==> src/hdl/frns_ram.sv <==
// ----------------------------------------------------------------------------
// frns_ram
// Generic single-write, single-read RAM with registered read data.
// ----------------------------------------------------------------------------
module frns_ram #(
  parameter int WIDTH = 8,
  parameter int DEPTH = 16
) (
  input  logic                     clk,
  input  logic                     we,
  input  logic [$clog2(DEPTH)-1:0] waddr,
  input  logic [WIDTH-1:0]         wdata,
  input  logic [$clog2(DEPTH)-1:0] raddr,
  output logic [WIDTH-1:0]         rdata
);

  logic [WIDTH-1:0] mem [DEPTH];

  // write port
  always_ff @(posedge clk) begin
    if (we) begin
      mem[waddr] <= wdata;
    end
  end

  // registered read port
  always_ff @(posedge clk) begin
    rdata <= mem[raddr];
  end

endmodule

==> config.mk <==
export PLATFORM = sky130hd
export DESIGN_NAME = frns_ram
export DESIGN_NICKNAME = d
export VERILOG_FILES = /design/src/hdl/frns_ram.sv
export SDC_FILE = /design/constraint.sdc
export NUM_CORES = 1
export LEC_CHECK = 0
export ABC_CLOCK_PERIOD_IN_PS = 2450
export BUFFER_PORTS_ARGS = -buffer_cell sky130_fd_sc_hd__buf_2
export CAP_MARGIN = 20
export CORE_MARGIN = 4
export CORE_UTILIZATION = 60
export CTS_CLUSTER_SIZE = 12
export DETAILED_ROUTE_END_ITERATION = 10
export PLACE_DENSITY = 0.78
export SLEW_MARGIN = 20
export SYNTH_ARGS = -nofsm -noshare
export SYNTH_HDL_FRONTEND = slang
export SYNTH_SLANG_ARGS = --single-unit
==> constraint.sdc <==
create_clock -name clk -period 2.45 [get_ports clk]
set_input_delay 0.6125 -clock clk [delete_from_list [all_inputs] [get_ports clk]]
set_output_delay 0.6125 -clock clk [all_outputs]
set_load 0.05 [all_outputs]
* Word level (Yosys, flattened, before mapping)
Memory sizes are Yosys's and may differ from the RTL's. A register that Yosys moved wholly into a read port is not among the register bits. Index checks and enable logic that the tools add are counted.
Word-level totals: register bits after elaboration 0, RAM bits 128, output and inout port bits 8, bits of input ports 18, logic and storage cells 3, memories kept 1
Memory list:
- mem | words 16, width 8, rd ports 1, clocked after Yosys merged registers in 1, write ports 1, RTL line 17 | logic [WIDTH-1:0] mem [DEPTH];
Operators by class: multiplexer cells 2
Operators by type and width (count):
- 1-bit two-way mux | 2

* Logic depth before layout (Yosys ltp)
depth after elaboration 2, mapped depth 5

* Worst setup path after synthesis
No wires, ideal clock.
path type input -> register, from input waddr[2], to memory mem[0][0] (enable), slack 0.345 ns, stages on the path 2, required time 2.067 ns, library setup time 0.383 ns, arrival 1.722 ns, path through or3b_2 nor3_1
RTL lines:
- from (decl) | RTL line 11 | input logic [$clog2(DEPTH)-1:0] waddr,
- to (decl) | RTL line 17
No word-level cell before the write port.

* Worst setup path in the final report
from register rdata[2], read port of mem, to output rdata[2]
RTL lines:
- from (decl) | RTL line 14 | output logic [WIDTH-1:0] rdata
No word-level cell between the ends.

==> metrics.txt <==
# TYPE chip_impl_metric gauge
chip_impl_info{name="result_of_the_run",value="finished clean"} 1
chip_impl_metric{name="grt_pass1_vias",unit=""} 2654
chip_impl_info{name="cts.root.buffer_cell",value="sky130_fd_sc_hd__clkbuf_8"} 1
chip_impl_metric{name="die-height",unit="um"} 101
chip_impl_metric{name="final-max-slew-violation-count",unit=""} 0
chip_impl_info{name="cp-start-kind",value="register"} 1
chip_impl_metric{name="synth_cells",unit=""} 229
chip_impl_metric{name="firstDrtPassIters",unit=""} 4
chip_impl_metric{name="power.leakage",unit="nW"} 2.13
chip_impl_metric{name="worst_clock_skew",unit="ps"} 6.92
chip_impl_metric{name="ctsHoldBuffers",unit=""} 0
chip_impl_metric{name="grt_pass1_wl",unit="mm"} 15.9
chip_impl_metric{name="worst_hold_slack",unit="ps"} 479
chip_impl_metric{name="setup_viol",unit=""} 0
chip_impl_metric{name="synthesis.area",unit="mm2"} 0.00515
chip_impl_metric{name="fraction_of_the_yosys_area_taken_by_sequential_cells",unit=""} 0.778
chip_impl_metric{name="critPathMaxFanout",unit=""} 1
chip_impl_metric{name="final_layout_size_suffix_gt1_frac",unit=""} 0.321
chip_impl_info{name="layout.cells.most_common",value="sky130_fd_sc_hd__edfxtp_1"} 1
chip_impl_metric{name="die_area",unit="mm2"} 0.0101
chip_impl_metric{name="ys_ff_latch",unit=""} 136
chip_impl_metric{name="port_buffers",unit=""} 25
chip_impl_metric{name="pre_cts_slack",unit="ps"} 278
chip_impl_metric{name="min_period",unit="ps"} 1740
chip_impl_metric{name="area_growth_syn_to_layout",unit="%"} 19.4
chip_impl_metric{name="largest_net_degree_at_the_start_of_global_routing",unit=""} 17
chip_impl_metric{name="gp_routability_congestion",unit=""} 0.761
chip_impl_info{name="hold_path.class",value="in2reg"} 1
chip_impl_metric{name="grt.overflow.total",unit=""} 0
chip_impl_info{name="min-delay-start",value="wdata[7]"} 1
chip_impl_info{name="worst_setup_path_end_kind",value="output pin"} 1
chip_impl_info{name="worstReg2RegStart",value="mem[9][5]"} 1
chip_impl_metric{name="synth_nets",unit=""} 247
chip_impl_info{name="mostFrequentLayoutCells",value="sky130_fd_sc_hd__edfxtp_1, sky130_fd_sc_hd__buf_2, sky130_fd_sc_hd__buf_4, sky130_fd_sc_hd__mux4_2"} 1
chip_impl_metric{name="tritoncts.num_buffers",unit=""} 17
chip_impl_metric{name="wl",unit="mm"} 10.3
chip_impl_metric{name="number_of_rows_in_the_core_area",unit=""} 33
chip_impl_info{name="critical_path_cell_by_cell",value="buf_2"} 1
chip_impl_metric{name="max_freq",unit="MHz"} 574
chip_impl_metric{name="fp.dieW",unit="um"} 101
chip_impl_info{name="path_delay_family",value="flip-flops"} 1
chip_impl_metric{name="post_drt_via_cell_ratio",unit=""} 6.24
chip_impl_metric{name="dr.first_iter.drc_count",unit=""} 228
chip_impl_metric{name="worst_path_arrival",unit="ps"} 1130
chip_impl_metric{name="report.final.hold_viol_count",unit=""} 0
chip_impl_metric{name="htreeDepth",unit=""} 4
chip_impl_metric{name="r2r_setup_slack",unit="ps"} 990
chip_impl_metric{name="ir_drop",unit="V"} 0.000533
chip_impl_metric{name="setup_tns",unit="ps"} 0
chip_impl_metric{name="clk_latency",unit="ps"} 520
chip_impl_info{name="worst_path_max_delay_cell",value="sky130_fd_sc_hd__dfxtp_1"} 1
chip_impl_metric{name="timing.critical_path.buf_inv",unit=""} 1
chip_impl_metric{name="wl_per_cell",unit="um"} 25.5
chip_impl_metric{name="setup_slack",unit="ps"} 707
chip_impl_info{name="critPathKind",value="reg2out"} 1
chip_impl_metric{name="detail_route.drc_violations",unit=""} 0
chip_impl_metric{name="coreArea",unit="mm2"} 0.00830
chip_impl_metric{name="grt_antenna_before_repair",unit=""} 0
chip_impl_metric{name="floorplan.initialDensity",unit=""} 0.620
chip_impl_info{name="r2r-end",value="rdata[5]"} 1
chip_impl_metric{name="worstHoldPathCells",unit=""} 1
chip_impl_metric{name="syn-mean-instance-area",unit="um2"} 22.5
chip_impl_metric{name="total_power",unit="W"} 0.00558
chip_impl_metric{name="route.antenna.remaining_nets",unit=""} 0
chip_impl_metric{name="synthDistinctLibCells",unit=""} 19
chip_impl_metric{name="maxCapViolCount",unit=""} 0
chip_impl_metric{name="critPathMaxStageDelay",unit="ps"} 340
chip_impl_metric{name="via_count",unit=""} 2522
chip_impl_info{name="unrepaired_setup_endpoints_after_global_routing",value="false"} 1
chip_impl_metric{name="reg2regPathDepth",unit=""} 3
chip_impl_metric{name="clockBufferDepth",unit=""} 2
chip_impl_metric{name="finalNetCount",unit=""} 304
chip_impl_metric{name="post-dp-hpwl",unit="mm"} 5.98
chip_impl_info{name="min_to",value="mem[1][7]"} 1
chip_impl_metric{name="synthesis.yosys.warnings",unit=""} 0
chip_impl_metric{name="max_slew.worst_pin.slew",unit="ps"} 613
chip_impl_metric{name="worst_slew_margin_rel",unit=""} 0.590
chip_impl_metric{name="groute.usage.overall",unit=""} 0.229
chip_impl_metric{name="fin_crit_sh",unit=""} 0.712
chip_impl_info{name="tritoncts",value="built"} 1
chip_impl_metric{name="cts_resized",unit=""} 0
chip_impl_metric{name="antennaDiodeCount",unit=""} 0
chip_impl_metric{name="p_per_area",unit="mW/mm2"} 908
chip_impl_metric{name="cts.sinks",unit=""} 136
chip_impl_metric{name="worst_ep_required_time",unit="ps"} 1840
chip_impl_metric{name="clk_transition_reported_paths",unit="ps"} 60
chip_impl_metric{name="postCtsSetupRepairBufs",unit=""} 0
chip_impl_metric{name="ioPinCount",unit=""} 26
==> per-layer routing <==
layer  part of all wire  track usage
met5                  0            0
met1               0.40        0.300
met4              0.026        0.105
met3              0.065       0.0775
met2               0.51        0.350
==> cells in the mapped netlist <==
| cell | n | area share |
|---|---|---|
| sky130_fd_sc_hd__and2b_1 | 1 | 0.0015 |
| sky130_fd_sc_hd__nand2b_1 | 2 | 0.0024 |
| sky130_fd_sc_hd__buf_6 | 3 | 0.0066 |
| sky130_fd_sc_hd__nand3b_1 | 2 | 0.0029 |
| sky130_fd_sc_hd__nand2_1 | 9 | 0.0066 |
| sky130_fd_sc_hd__buf_4 | 1 | 0.0015 |
| sky130_fd_sc_hd__nor3_1 | 4 | 0.0039 |
| sky130_fd_sc_hd__nand3_1 | 1 | 0.00097 |
| sky130_fd_sc_hd__clkdlybuf4s25_2 | 3 | 0.0058 |
| sky130_fd_sc_hd__edfxtp_1 | 128 | 0.75 |
| sky130_fd_sc_hd__nor2b_1 | 1 | 0.0012 |
| sky130_fd_sc_hd__or3b_2 | 1 | 0.0017 |
| sky130_fd_sc_hd__and2_1 | 1 | 0.0012 |
| sky130_fd_sc_hd__buf_2 | 3 | 0.0029 |
| sky130_fd_sc_hd__dfxtp_1 | 8 | 0.031 |
| sky130_fd_sc_hd__mux4_1 | 14 | 0.071 |
| sky130_fd_sc_hd__mux4_2 | 18 | 0.079 |
| sky130_fd_sc_hd__nor2_1 | 13 | 0.0095 |
| sky130_fd_sc_hd__a22oi_1 | 16 | 0.023 |
==> per-stage QoR <==
stage               utilization  instance area (um2)  cells
finish                    0.741                 6150    404
global route              0.741                 6150    404
CTS                       0.741                 6150    404
detailed placement        0.665                 5520    372
global placement          0.665                 5520    372
floorplan                     -                 5150    229
==> area by class of cell <==
cell class	count	area [um2]
clock inverters	8	141
repair buffers	48	323
well taps	105	131
multi-input cells	83	1060
fillers	426	2150
flip-flops and latches	136	4000
clock buffers	24	490
==> logic make-up (layout without fill, tap and decap cells) <==
| kind of cell | count (synthesis) | after routing | synth area share |
|---|---|---|---|
| AO/OA/AOI/OAI | 16 | 16 | 0.0233 |
| buffers and inverters | 10 | 80 | 0.0168 |
| flip-flops | 136 | 136 | 0.778 |
| multiplexers | 32 | 32 | 0.150 |
| AND/OR/NAND/NOR | 35 | 35 | 0.0318 |
==> report_power, final <==
group	leakage [nW]	total [W]	internal, W	switching, W
Clock	0.309	0.00267	0.00178	0.000883
Sequential	1.22	0.00262	0.00260	0.0000181
Combinational	0.600	0.000296	0.000109	0.000187
Total	2.13	0.00558	0.00449	0.00109
==> state kept, by name (all words and copies together) (netlist names) <==
signal	cells
mem	128
rdata	8
==> worst max-delay path by stage <==
stage                         from  slack [ps]        end  depth (start not counted)
final                     rdata[2]         710   rdata[2]                          1
after detailed placement  raddr[0]         280   rdata[5]                          5
after global routing      rdata[4]         640   rdata[4]                          1
after CTS                 rdata[0]         660   rdata[0]                          1
after floorplan           waddr[2]         340  mem[0][0]                          2
after global placement    raddr[0]         300   rdata[1]                          5
Note: power is estimated with default switching activity, not from simulation.
